### config.mk
export PLATFORM = sky130hd
export DESIGN_NAME = proximity_warning_beeper_core
export DESIGN_NICKNAME = d
export VERILOG_FILES = /design/src/design/pwb_pkg.sv /design/src/design/pwb_echo_scale.sv /design/src/design/pwb_state.sv /design/src/design/proximity_warning_beeper_core.sv
export SDC_FILE = /design/constraint.sdc
export NUM_CORES = 1
export LEC_CHECK = 0
export ABC_CLOCK_PERIOD_IN_PS = 13550
export BUFFER_PORTS_ARGS = -buffer_cell sky130_fd_sc_hd__buf_2
export CAP_MARGIN = 0
export CORE_MARGIN = 1.5
export CORE_UTILIZATION = 30
export CTS_CLUSTER_DIAMETER = 150
export CTS_CLUSTER_SIZE = 28
export DETAILED_ROUTE_END_ITERATION = 7
export PLACE_DENSITY = 0.54
export SYNTH_ARGS = -nofsm -noshare
export SYNTH_HDL_FRONTEND = slang
export SYNTH_SLANG_ARGS = --single-unit
### constraint.sdc
create_clock -name clk_i -period 13.55 [get_ports clk_i]
set_input_delay 1.355 -clock clk_i [delete_from_list [all_inputs] [get_ports clk_i]]
set_output_delay 1.355 -clock clk_i [all_outputs]
set_load 0.1 [all_outputs]
### src/design/pwb_pkg.sv
// Shared types and constants for the proximity warning beeper.
`timescale 1ns / 1ps

package pwb_pkg;

  localparam int unsigned EchoW      = 16;
  localparam int unsigned HalfW      = 14;
  localparam int unsigned DistW      = 17;
  localparam int unsigned WarnW      = 10;
  localparam int unsigned CfgIdxW    = 1;
  localparam int unsigned CfgDataW   = 16;

  // Echo ticks per centimetre of distance.
  localparam logic [5:0] EchoPerCm = 6'd58;

  // x / 29 == (x * RecipM) >> RecipShift for every x below 2^22.
  localparam int unsigned RecipShift = 27;
  localparam logic [22:0] RecipM     = 23'd4628198;

  localparam logic [WarnW-1:0] WarnReset     = 10'd50;
  localparam logic [EchoW-1:0] IntervalReset = 16'd200;

  typedef enum logic [CfgIdxW-1:0] {
    CfgWarnDist = 1'b0,
    CfgTrigIntv = 1'b1
  } cfg_idx_e;

  typedef enum logic {
    KindTick = 1'b0,
    KindEcho = 1'b1
  } kind_e;

  typedef struct packed {
    logic             kind;
    logic [EchoW-1:0] echo_ticks;
  } in_t;

  typedef struct packed {
    logic             led_on;
    logic             buzzer_on;
    logic             trigger_pulse;
    logic [DistW-1:0] distance_centi;
  } out_t;

  typedef struct packed {
    logic [EchoW-1:0] warn_thr;      // 58 * warning distance, in echo ticks
    logic [EchoW-1:0] trig_interval;
  } cfg_t;

  typedef struct packed {
    logic [HalfW-1:0] half_period;
    logic [DistW-1:0] distance;
  } scale_t;

endpackage

### src/design/pwb_echo_scale.sv
// Converts an echo width to a distance in hundredths of a cm and a beep half-period.
`timescale 1ns / 1ps

module pwb_echo_scale (
  input  logic [pwb_pkg::EchoW-1:0] echo_i,
  output pwb_pkg::scale_t           scale_o
);

  logic [21:0] x50;
  logic [18:0] x5;
  logic [44:0] prod_dist;
  logic [41:0] prod_half;

  // echo*100/58 == echo*50/29 and echo*10/58 == echo*5/29
  assign x50       = 22'(echo_i) * 22'd50;
  assign x5        = 19'(echo_i) * 19'd5;
  assign prod_dist = 45'(x50) * 45'(pwb_pkg::RecipM);
  assign prod_half = 42'(x5) * 42'(pwb_pkg::RecipM);

  assign scale_o.distance    = prod_dist[pwb_pkg::RecipShift +: pwb_pkg::DistW];
  assign scale_o.half_period = prod_half[pwb_pkg::RecipShift +: pwb_pkg::HalfW];

endmodule

### src/design/pwb_state.sv
// Beeper state: echo store, trigger and beep counters, buzzer level and result logic.
`timescale 1ns / 1ps

module pwb_state (
  input  logic           clk_i,
  input  logic           rst_ni,
  input  logic           fire_i,
  input  pwb_pkg::in_t   item_i,
  input  pwb_pkg::cfg_t  cfg_i,
  output pwb_pkg::out_t  res_o
);

  logic [pwb_pkg::EchoW-1:0] last_echo_q, last_echo_d;
  logic [pwb_pkg::HalfW-1:0] half_q, half_d;
  logic [pwb_pkg::DistW-1:0] dist_q, dist_d;
  logic [pwb_pkg::EchoW-1:0] beep_cnt_q, beep_cnt_d;
  logic [pwb_pkg::EchoW-1:0] trig_cnt_q, trig_cnt_d;
  logic                      buzz_q, buzz_d;

  logic [pwb_pkg::EchoW-1:0] trig_inc, beep_inc;
  logic                      pulse, toggle, near, is_echo;
  pwb_pkg::scale_t           scale;

  pwb_echo_scale u_scale (
    .echo_i  (item_i.echo_ticks),
    .scale_o (scale)
  );

  assign is_echo  = (item_i.kind == pwb_pkg::KindEcho);
  assign trig_inc = trig_cnt_q + 16'd1;
  assign beep_inc = beep_cnt_q + 16'd1;
  assign pulse    = !is_echo && (trig_inc >= cfg_i.trig_interval);
  assign toggle   = !is_echo && (half_q != '0) && (beep_inc >= 16'(half_q));

  always_comb begin
    last_echo_d = last_echo_q;
    half_d      = half_q;
    dist_d      = dist_q;
    trig_cnt_d  = trig_cnt_q;
    beep_cnt_d  = beep_cnt_q;
    buzz_d      = buzz_q;
    if (is_echo) begin
      last_echo_d = item_i.echo_ticks;
      half_d      = scale.half_period;
      dist_d      = scale.distance;
    end else begin
      trig_cnt_d = pulse  ? '0 : trig_inc;
      beep_cnt_d = toggle ? '0 : beep_inc;
      buzz_d     = buzz_q ^ toggle;
    end
    near = (last_echo_d <= cfg_i.warn_thr);
    // hold the buzzer off while the target is far
    if (!near) begin
      buzz_d = 1'b0;
    end
  end

  assign res_o.led_on         = near;
  assign res_o.buzzer_on      = buzz_d;
  assign res_o.trigger_pulse  = pulse;
  assign res_o.distance_centi = dist_d;

  always_ff @(posedge clk_i or negedge rst_ni) begin
    if (!rst_ni) begin
      last_echo_q <= '0;
      half_q      <= '0;
      dist_q      <= '0;
      beep_cnt_q  <= 16'd1;
      trig_cnt_q  <= '0;
      buzz_q      <= 1'b0;
    end else if (fire_i) begin
      last_echo_q <= last_echo_d;
      half_q      <= half_d;
      dist_q      <= dist_d;
      beep_cnt_q  <= beep_cnt_d;
      trig_cnt_q  <= trig_cnt_d;
      buzz_q      <= buzz_d;
    end
  end

endmodule

### src/design/proximity_warning_beeper_core.sv
// Top level of the proximity warning beeper: request registers, configuration and handshakes.
//
// Usage: each input request is either a one millisecond tick (kind 0) or a completed
// echo width in microsecond timer ticks (kind 1). Every request gives exactly one
// result: LED and buzzer levels, a trigger pulse flag and the latest distance in
// hundredths of a cm.
// Channels: in_* and out_* move a request when valid is high and stall is low.
// Configuration writes go through cfg_*: index 0 is the warning distance in cm,
// index 1 the trigger interval in ticks; cfg_ready_o is always high. Writes must be
// made only while no request is in flight; the block does not enforce this.
// A request waits in the input register; its result is computed combinationally
// and loaded into the result register when that register can advance.
// Throughput: one request per cycle while the receiver does not stall; the counter
// update and echo scaling multiply sit in the single stage between the two registers.
// Reset marks both registers empty and sets warning distance 50 cm, interval 200 ticks.
// When the receiver stalls, the result register holds and the input register
// fills; the input side stalls once both hold a request.
`timescale 1ns / 1ps

module proximity_warning_beeper_core (
  input  logic                          clk_i,
  input  logic                          rst_ni,
  input  logic                          in_valid_i,
  output logic                          in_stall_o,
  input  pwb_pkg::in_t                  in_data_i,
  output logic                          out_valid_o,
  input  logic                          out_stall_i,
  output pwb_pkg::out_t                 out_data_o,
  input  logic                          cfg_valid_i,
  output logic                          cfg_ready_o,
  input  logic [pwb_pkg::CfgIdxW-1:0]   cfg_index_i,
  input  logic [pwb_pkg::CfgDataW-1:0]  cfg_data_i
);

  logic          in_v_q;
  pwb_pkg::in_t  in_q;
  logic          out_v_q;
  pwb_pkg::out_t out_q;
  pwb_pkg::cfg_t cfg_q;
  pwb_pkg::out_t res;
  logic          adv, fire;

  assign adv        = !out_v_q || !out_stall_i;
  assign fire       = in_v_q && adv;
  assign in_stall_o = in_v_q && !adv;
  assign cfg_ready_o = 1'b1;

  pwb_state u_state (
    .clk_i  (clk_i),
    .rst_ni (rst_ni),
    .fire_i (fire),
    .item_i (in_q),
    .cfg_i  (cfg_q),
    .res_o  (res)
  );

  always_ff @(posedge clk_i or negedge rst_ni) begin
    if (!rst_ni) begin
      cfg_q.warn_thr      <= 16'(pwb_pkg::WarnReset) * 16'(pwb_pkg::EchoPerCm);
      cfg_q.trig_interval <= pwb_pkg::IntervalReset;
    end else if (cfg_valid_i) begin
      case (cfg_index_i)
        pwb_pkg::CfgWarnDist: begin
          // keep the threshold in echo ticks so the compare needs no divide
          cfg_q.warn_thr <= 16'(cfg_data_i[pwb_pkg::WarnW-1:0]) * 16'(pwb_pkg::EchoPerCm);
        end
        pwb_pkg::CfgTrigIntv: begin
          cfg_q.trig_interval <= cfg_data_i;
        end
        default: begin
        end
      endcase
    end
  end

  always_ff @(posedge clk_i or negedge rst_ni) begin
    if (!rst_ni) begin
      in_v_q  <= 1'b0;
      out_v_q <= 1'b0;
    end else begin
      if (!in_stall_o) begin
        in_v_q <= in_valid_i;
      end
      if (adv) begin
        out_v_q <= in_v_q;
      end
    end
  end

  always_ff @(posedge clk_i) begin
    if (!in_stall_o && in_valid_i) begin
      in_q <= in_data_i;
    end
    if (fire) begin
      out_q <= res;
    end
  end

  assign out_valid_o = out_v_q;
  assign out_data_o  = out_q;

endmodule
== Word level (Yosys, flattened, before mapping) ==
Index checks and enable logic that the tools add are counted.

* Register bits after elaboration: 150
* Input bits: 39
* Output and inout bits: 23
* Word-level logic and storage cells: 52

* Add/sub/neg operators: 2
* Multiply operators: 5
* Magnitude comparators: 3
* Mux-type cells: 6
* Bitwise logic cells: 3
* Reduce and logical (&&, ||, !) cells: 17

{| class="wikitable"
|+ Operators with widths
! operator !! count
|-
| 16-bit 2-to-1 mux || 3
|-
| 21-bit by 22-bit multiplier with 42-bit output, second input constant || 1
|-
| 19-bit by 22-bit multiplier with 40-bit output, second input constant || 1
|-
| 16-bit by 1-bit adder with 16-bit output, second input constant || 2
|-
| 16-bit by 5-bit multiplier with 21-bit output, second input constant || 1
|-
| 16-bit by 3-bit multiplier with 19-bit output, second input constant || 1
|-
| 17-bit 2-to-1 mux || 1
|-
| 16-bit by 14-bit >= comparator with 1-bit output || 1
|-
| 16-bit >= comparator || 1
|-
| 16-bit <= comparator || 1
|-
| 10-bit by 5-bit multiplier with 15-bit output, second input constant || 1
|-
| 14-bit nonzero test || 1
|-
| 2-bit AND reduction || 4
|-
| 1-bit logical AND || 6
|-
| 1-bit logical NOT || 5
|-
| 1-bit 2-to-1 mux || 2
|-
| 1-bit NOT || 2
|-
| 1-bit logical OR || 1
|-
| 1-bit XOR || 1
|}

== Logic depth before layout (Yosys ltp) ==
Gate-level depths: netlist (run 1).

* Word-level depth: 6
* Mapped depth: 38
* Gate-level depth less buffers: 38

== Hierarchy ==
A second synthesis (run 1) with hierarchy kept.

* Cell total of the unflattened synthesis: 2594
* Area, all modules: 26146.3 um^2

{| class="wikitable"
|+ By module, submodules not included
! module !! instances !! cells each !! area an instance (um^2) !! sequential area each (um^2)
|-
| pwb_echo_scale || 1 || 1786 || 17295.3 || 0.0
|-
| pwb_state || 1 || 530 || 5347.6 || 2003.2
|-
| proximity_warning_beeper_core || 1 || 278 || 3503.4 || 1948.1
|}

== Worst setup path after synthesis (run 1) ==
No wires, ideal clock.

* Kind: flip-flop to flip-flop
* Start: reg in_q[1] in the netlist's numbering
* End: reg out_q, in the netlist out_data_o[14], data pin
* Library setup time: 0.260 ns
* Arrival time: 9.126 ns
* Data required time: 13.290 ns
* Path slack: 4.164 ns
* Cell stages (with the launch flop): 37
* Path buffers: 0
* Period minus slack after synthesis: 9.386 ns
* Cell sequence: edfxtp_1 ha_1 ha_1 inv_1 fa_1 inv_1 ha_1 nor2b_1 o31a_1 o221a_2 o21ai_2 a2bb2oi_2 nand2b_1 a21oi_1 xnor2_1 ha_1 ha_1 inv_1 fa_1 inv_1 fa_1 fa_1 fa_1 inv_1 fa_1 inv_1 ha_1 nand4_1 nor2_1 a211o_1 o31ai_2 a21oi_2 o21a_4 o21ai_4 a21oi_2 o31a_1 mux2_2

{| class="wikitable"
|+ RTL lines
! item !! RTL line !! text
|-
| start: declaration || proximity_warning_beeper_core.sv:36 || <nowiki>pwb_pkg::in_t in_q;</nowiki>
|-
| start signal: assignment || proximity_warning_beeper_core.sv:92 || <nowiki>in_q <= in_data_i;</nowiki>
|-
| end signal: assignment || proximity_warning_beeper_core.sv:95 || <nowiki>out_q <= res;</nowiki>
|-
| end: declaration || proximity_warning_beeper_core.sv:38 || <nowiki>pwb_pkg::out_t out_q;</nowiki>
|}

==> flow_summary.ini, run 1 <==
[route]
detail-route-antenna-nets = 0
via_per_inst = 4.48
routed_wl_mm = 57.8
num_vias = 16400
firstDrtPassIters = 5
drtIter0Drc = 768
drt-wirelength-per-cell_um = 15.8
drc = 0

[die]
io_pins = 62
dieHeight_um = 293
core_um2 = 83400
std_cell_rows = 106
dieArea_um2 = 85800
start_util = 0.302
die_w_um = 293

[min_path]
holdPathEnd = u_state.last_echo_q[10]$_DFFE_PN0P_
whs_path_depth = 2
hp-start = u_state.last_echo_q[10]$_DFFE_PN0P_
hp-class = flip-flop to flip-flop

[sta]
layout_setup_ws_ns = 3.10
maxSlewViolCount = 0
hold_violations = 0
rsz0062_at_grt = no
slew_headroom = 0.318
setup_viol = 0
clock_skew_ns = 0.0111
fin_crit_sh = 0.771
finalCriticalPeriod_ns = 10.45
max_freq_mhz = 95.7
worst_pin_slew_ns = 1.02
final.setup.tns_ns = 0

[synthesis]
synth-async-reset-ratio = 0.753
syn_inst = 2482
yosys_warnings = 0
synth_top_area_share = 0.280
syn_avg_cell_area_um2 = 10.2
ys_seq_area_frac = 0.157
ys_top_cells_by_area = fa_1 (28%), ha_1 (26%), dfrtp_1 (10%)
yosys.cell_types.count = 67
synth_edf_count = 37
synth_fp_nets = 3398
synth.largest_area_cell = fa_1
yosys_register_bits = 150
synth_area_um2 = 25200
synthFlopType = dfrtp_1

[clock_network]
clock_latency_ns = 0.45
cts-htree-levels = 4
numCtsBuffers = 17
cts_tree = yes
cts.path.max_buffers = 2
cts_resized = 0
cts.reportedPaths.clkPinSlew_ns = 0.07
clkSinkCount = 150
cts_setup_buffers = 0
ctsHoldBuffers = 0
cts-root-buf = clkbuf_16

[cells_and_area]
diodes = 0
layout_common_cells = inv_1 (643), ha_1 (525), fa_1 (352), nand2_1 (136), dfrtp_1 (103)
nets = 3471
mostFrequentLayoutCell = inv_1
fillers = 8565
area_growth_pct = 9.11
multi_input_area_um2 = 18700
layout.cells.non_filler = 3648
ff_latch_area_um2 = 3950
layout-drive-gt1-share = 0.0818

[worst_setup_path]
cp-end-kind = flip-flop
critPathTopFamily = adder cells
slowest_delay_ns = 0.71
worst-r2r-cell-count = 36
cpMaxStageDelayCell = edfxtp_1
critPathRequiredTime_ns = 13.75
cp_max_fo = 13
criticalPathCategory = flip-flop to flip-flop
crit_arrival_ns = 10.65
r2r_slack_ns = 3.10
crit_path_start_kind = flip-flop
rr_endpoint = out_data_o[14]$_DFFE_PP_
reg2reg_from = in_q[1]$_DFFE_PP_
cp_num_buf_inv = 6

[grt]
grt_pass1_wl_mm = 95.5
grt_pass1_vias = 17400
track_usage = 0.142
grt_max_degree = 75
overflow = 0
antenna_found_initial = 0

[place]
port_buffers = 60
dp.cells = 3616
hpwlAfterDp_mm = 50.0
routabilityCongestion = 0.896
place_ws_ns = 3.10

[job]
drv_cap = 0

[outcome]
outcome = finished, final reports clean
==> sequential cells by signal, summed over array words and instances, names as in the netlist <==
register             cells
u_state.beep_cnt_q      16
u_state.dist_q          17
out_valid_o              1
u_state.last_echo_q     16
u_state.half_q          14
cfg_q                   31
in_v_q                   1
in_q                    17
u_state.buzz_q           1
out_data_o              20
u_state.trig_cnt_q      16
==> stage by stage <==
step	instance area (um^2)	hold slack [ns]	utilization
after CTS	27500	0.476	0.330
after global placement	26900	0.453	0.322
after global routing	27500	0.495	0.330
after floorplan	25200	0.442	-
final	27500	0.474	0.330
after detailed placement	26900	0.458	0.322
==> metal layers <==
layer	part of all wire	up-vias	wire, um	global-route usage
met5	0	-	0	0
met4	0.0093	0	537	0.0209
met3	0.036	33	2050	0.0143
met2	0.45	194	26000	0.226
met1	0.50	8049	29200	0.212
li1	-	8085	-	-
==> kinds of logic (layout without fill, tap and decap cells) <==
kind of cell | Yosys count | in the layout | share of synthesized area
adders and majority gates | 877 | 877 | 0.540
muxes | 66 | 66 | 0.0294
and+or+nand+nor | 329 | 329 | 0.0615
AOI/OAI and AO/OA | 273 | 273 | 0.0709
other | 1 | 1 | 0.000149
DFF | 150 | 150 | 0.157
buffers and inverters | 669 | 755 | 0.100
xor gates and xnor gates | 117 | 117 | 0.0410
==> worst register-to-register path: cells and delay by family, from the launching register on <==
family	cells	cell delay, ns
fa+ha+maj	12	5.24
simple gates	4	0.39
buf+inv	6	0.29
mux	1	0.26
flops	1	0.71
compound gates	12	2.88
xor+xnor	1	0.40
==> area by class of cell <==
class / count / share of cell area
Inverter: 644 / 0.0879
Clock inverter: 15 / 0.00660
Tap cell: 1080 / 0.0491
Clock buffer: 17 / 0.0155
Sequential cell: 150 / 0.144
Timing Repair Buffer: 79 / 0.0162
Multi-Input combinational cell: 1663 / 0.681
==> synthesized netlist by cell type (21+ instances only) <==
cell type  number
fa_1          352
clkbuf_1       22
a21o_1         33
dfrtp_1       103
o21ai_0        74
nand2_1       137
nor2_1         60
nand4_1        21
a21oi_1        62
ha_1          525
xor2_1         46
inv_1         643
edfxtp_1       37
nand3_1        27
xnor2_1        70
mux2_2         64
==> worst max-delay path by stage <==
stage	startpoint	cells after the start	to	slack, ns
3_3_place_gp	in_q[1]$_DFFE_PP_	36	out_data_o[14]$_DFFE_PP_	3.27
6_report	in_q[1]$_DFFE_PP_	36	out_data_o[14]$_DFFE_PP_	3.10
3_5_place_dp	in_q[1]$_DFFE_PP_	36	out_data_o[14]$_DFFE_PP_	3.10
5_1_grt	in_q[1]$_DFFE_PP_	36	out_data_o[6]$_DFFE_PP_	2.53
4_1_cts	in_q[1]$_DFFE_PP_	36	out_data_o[14]$_DFFE_PP_	3.06
2_1_floorplan	in_q[1]$_DFFE_PP_	36	out_data_o[14]$_DFFE_PP_	4.16
Power of run 1 is left out: the tool's default activity adds up to more than one toggle a clock period on the data nets, which glitch-free logic cannot reach.
==> run 2, diff against run 1 <==
--- a/config.mk
+++ b/config.mk
@@ -5,7 +5,7 @@
 export SDC_FILE = /design/constraint.sdc
 export NUM_CORES = 1
 export LEC_CHECK = 0
-export ABC_CLOCK_PERIOD_IN_PS = 13550
+export ABC_CLOCK_PERIOD_IN_PS = 9800
 export BUFFER_PORTS_ARGS = -buffer_cell sky130_fd_sc_hd__buf_2
 export CAP_MARGIN = 0
 export CORE_MARGIN = 1.5
==> constraint.sdc (replaced) <==
create_clock -name clk_i -period 9.8 [get_ports clk_i]
set_input_delay 0.98 -clock clk_i [delete_from_list [all_inputs] [get_ports clk_i]]
set_output_delay 0.98 -clock clk_i [all_outputs]
set_load 0.1 [all_outputs]
==> flow_summary.ini, run 2 (synthesized netlist as in run 1, its figures left out) <==
[outcome]
outcome = finished, final reports clean

[route]
wl_met1_mm = 29.0
num_vias = 16500
routed_wl_mm = 58.5
route.met3.wl_mm = 2.51
drt-wirelength-per-cell_um = 15.9
dr.max_layer_used = met4
detail-route-antenna-nets = 0
firstDrtPassIters = 5
drc = 0
via_per_inst = 4.48
met2_length_mm = 26.6
drtIter0Drc = 726

[worst_setup_path]
slowest_delay_ns = 0.60
crit_arrival_ns = 9.62
cp_num_buf_inv = 6
critPathTopFamily = adder cells
cpMaxStageDelayCell = xnor2_1
criticalPathCategory = flip-flop to flip-flop
crit_path_start_kind = flip-flop
cp_max_fo = 5
path_common_cell = fa_1
worst-r2r-cell-count = 30
path_depth = 30
cp-end-kind = flip-flop
critPathRequiredTime_ns = 9.99

[clock_network]
clock_latency_ns = 0.44
cts.reportedPaths.clkPinSlew_ns = 0.06
clkSinkCount = 150
cts_tree = yes
cts-root-buf = clkbuf_16
cts.path.max_buffers = 2
numCtsBuffers = 17
cts-htree-levels = 4

[cells_and_area]
layout-drive-gt1-share = 0.103
largest_register_ffs = 31
nets = 3509
mostFrequentLayoutCell = inv_1
area_growth_pct = 10.8
layout_common_cells = inv_1 (642), ha_1 (523), fa_1 (352), nand2_1 (136), dfrtp_1 (103)
diodes = 0
top_register = cfg_q

[sta]
finalCriticalPeriod_ns = 9.44
whs_ns = 0.469
layout_setup_ws_ns = 0.363
maxSlewViolCount = 0
hold_violations = 0
rsz0062_at_grt = yes
worst_pin_slew_ns = 1.03
fin_crit_sh = 0.963
max_freq_mhz = 106
clock_skew_ns = 0.00887
slew_headroom = 0.314
setup_viol = 0

[die]
io_pins = 62
dieArea_um2 = 85800
die_w_um = 293
std_cell_rows = 106
start_util = 0.302
core_um2 = 83400
dieHeight_um = 293

[job]
drv_cap = 0

[grt]
grt_pass1_vias = 17600
grt_max_degree = 67
overflow = 0
grt_pass1_wl_mm = 95.4
antenna_found_initial = 3
track_usage = 0.142

[place]
port_buffers = 60
routabilityCongestion = 0.914
hpwlAfterDp_mm = 51.1
place_ws_ns = 0.0734

[min_path]
hp-class = flip-flop to flip-flop
whs_path_depth = 2
==> run 2: cell types whose count changed in the layout (fill, tap and decap cells not counted), sizes merged <==
cell      previous run  this run
buf                 79       117
clkinvlp             0         3
clkinv               4         8
clkbuf              17        18
inv                653       645
==> run 2: stage by stage <==
step	std cells	utilization	instance area [um^2]	TNS, ns
floorplan	2482	-	25200	0
global placement	3650	0.325	27200	0
detailed placement	3650	0.325	27200	0
CTS	3682	0.333	27800	0
global route	3686	0.335	27900	-0.0532
finish	3686	0.335	27900	0
==> run 2: worst paths after layout <==
kind | from | to | slack (ns)
max reg2reg | in_q[2]$_DFFE_PP_ | out_data_o[14]$_DFFE_PP_ | 0.36
min | u_state.last_echo_q[5]$_DFFE_PN0P_ | u_state.last_echo_q[5]$_DFFE_PN0P_ | 0.47
min in group asynchronous | rst_ni | u_state.trig_cnt_q[7]$_DFFE_PN0P_ | 0.56
min reg2reg | u_state.last_echo_q[5]$_DFFE_PN0P_ | u_state.last_echo_q[5]$_DFFE_PN0P_ | 0.47
max in group asynchronous | rst_ni | u_state.half_q[9]$_DFFE_PN0P_ | 7.94
max | in_q[2]$_DFFE_PP_ | out_data_o[14]$_DFFE_PP_ | 0.36
==> run 2: metal layers <==
metal,vias up,track usage
met1,8086,0.205
met3,28,0.0207
met4,0,0.0226
met5,-,0
li1,8163,-
met2,228,0.227
==> run 2: worst min-delay path: stages (launching register included) <==
cell,delay [ns]
dfrtp_1,0.34
nand2_1,0.05
nand2_1,0.05
==> run 2: area by class of cell <==
type / instances / area (um^2)
sequential: 150 / 3950
multi-input combinational: 1663 / 18900
clock buffer: 18 / 450
clock inverter: 14 / 149
timing repair buffer: 117 / 731
tap: 1080 / 1350
fill: 8494 / 55500
inverter: 644 / 2420
==> run 2: timing repair <==
item / in CTS / in global routing
hold buffers: 0 / 0
setup buffers: 0 / 4
endpoints found under the setup margin: 0 / 30
gates resized for setup: 0 / 32
Power of run 2 is left out for the same reason.
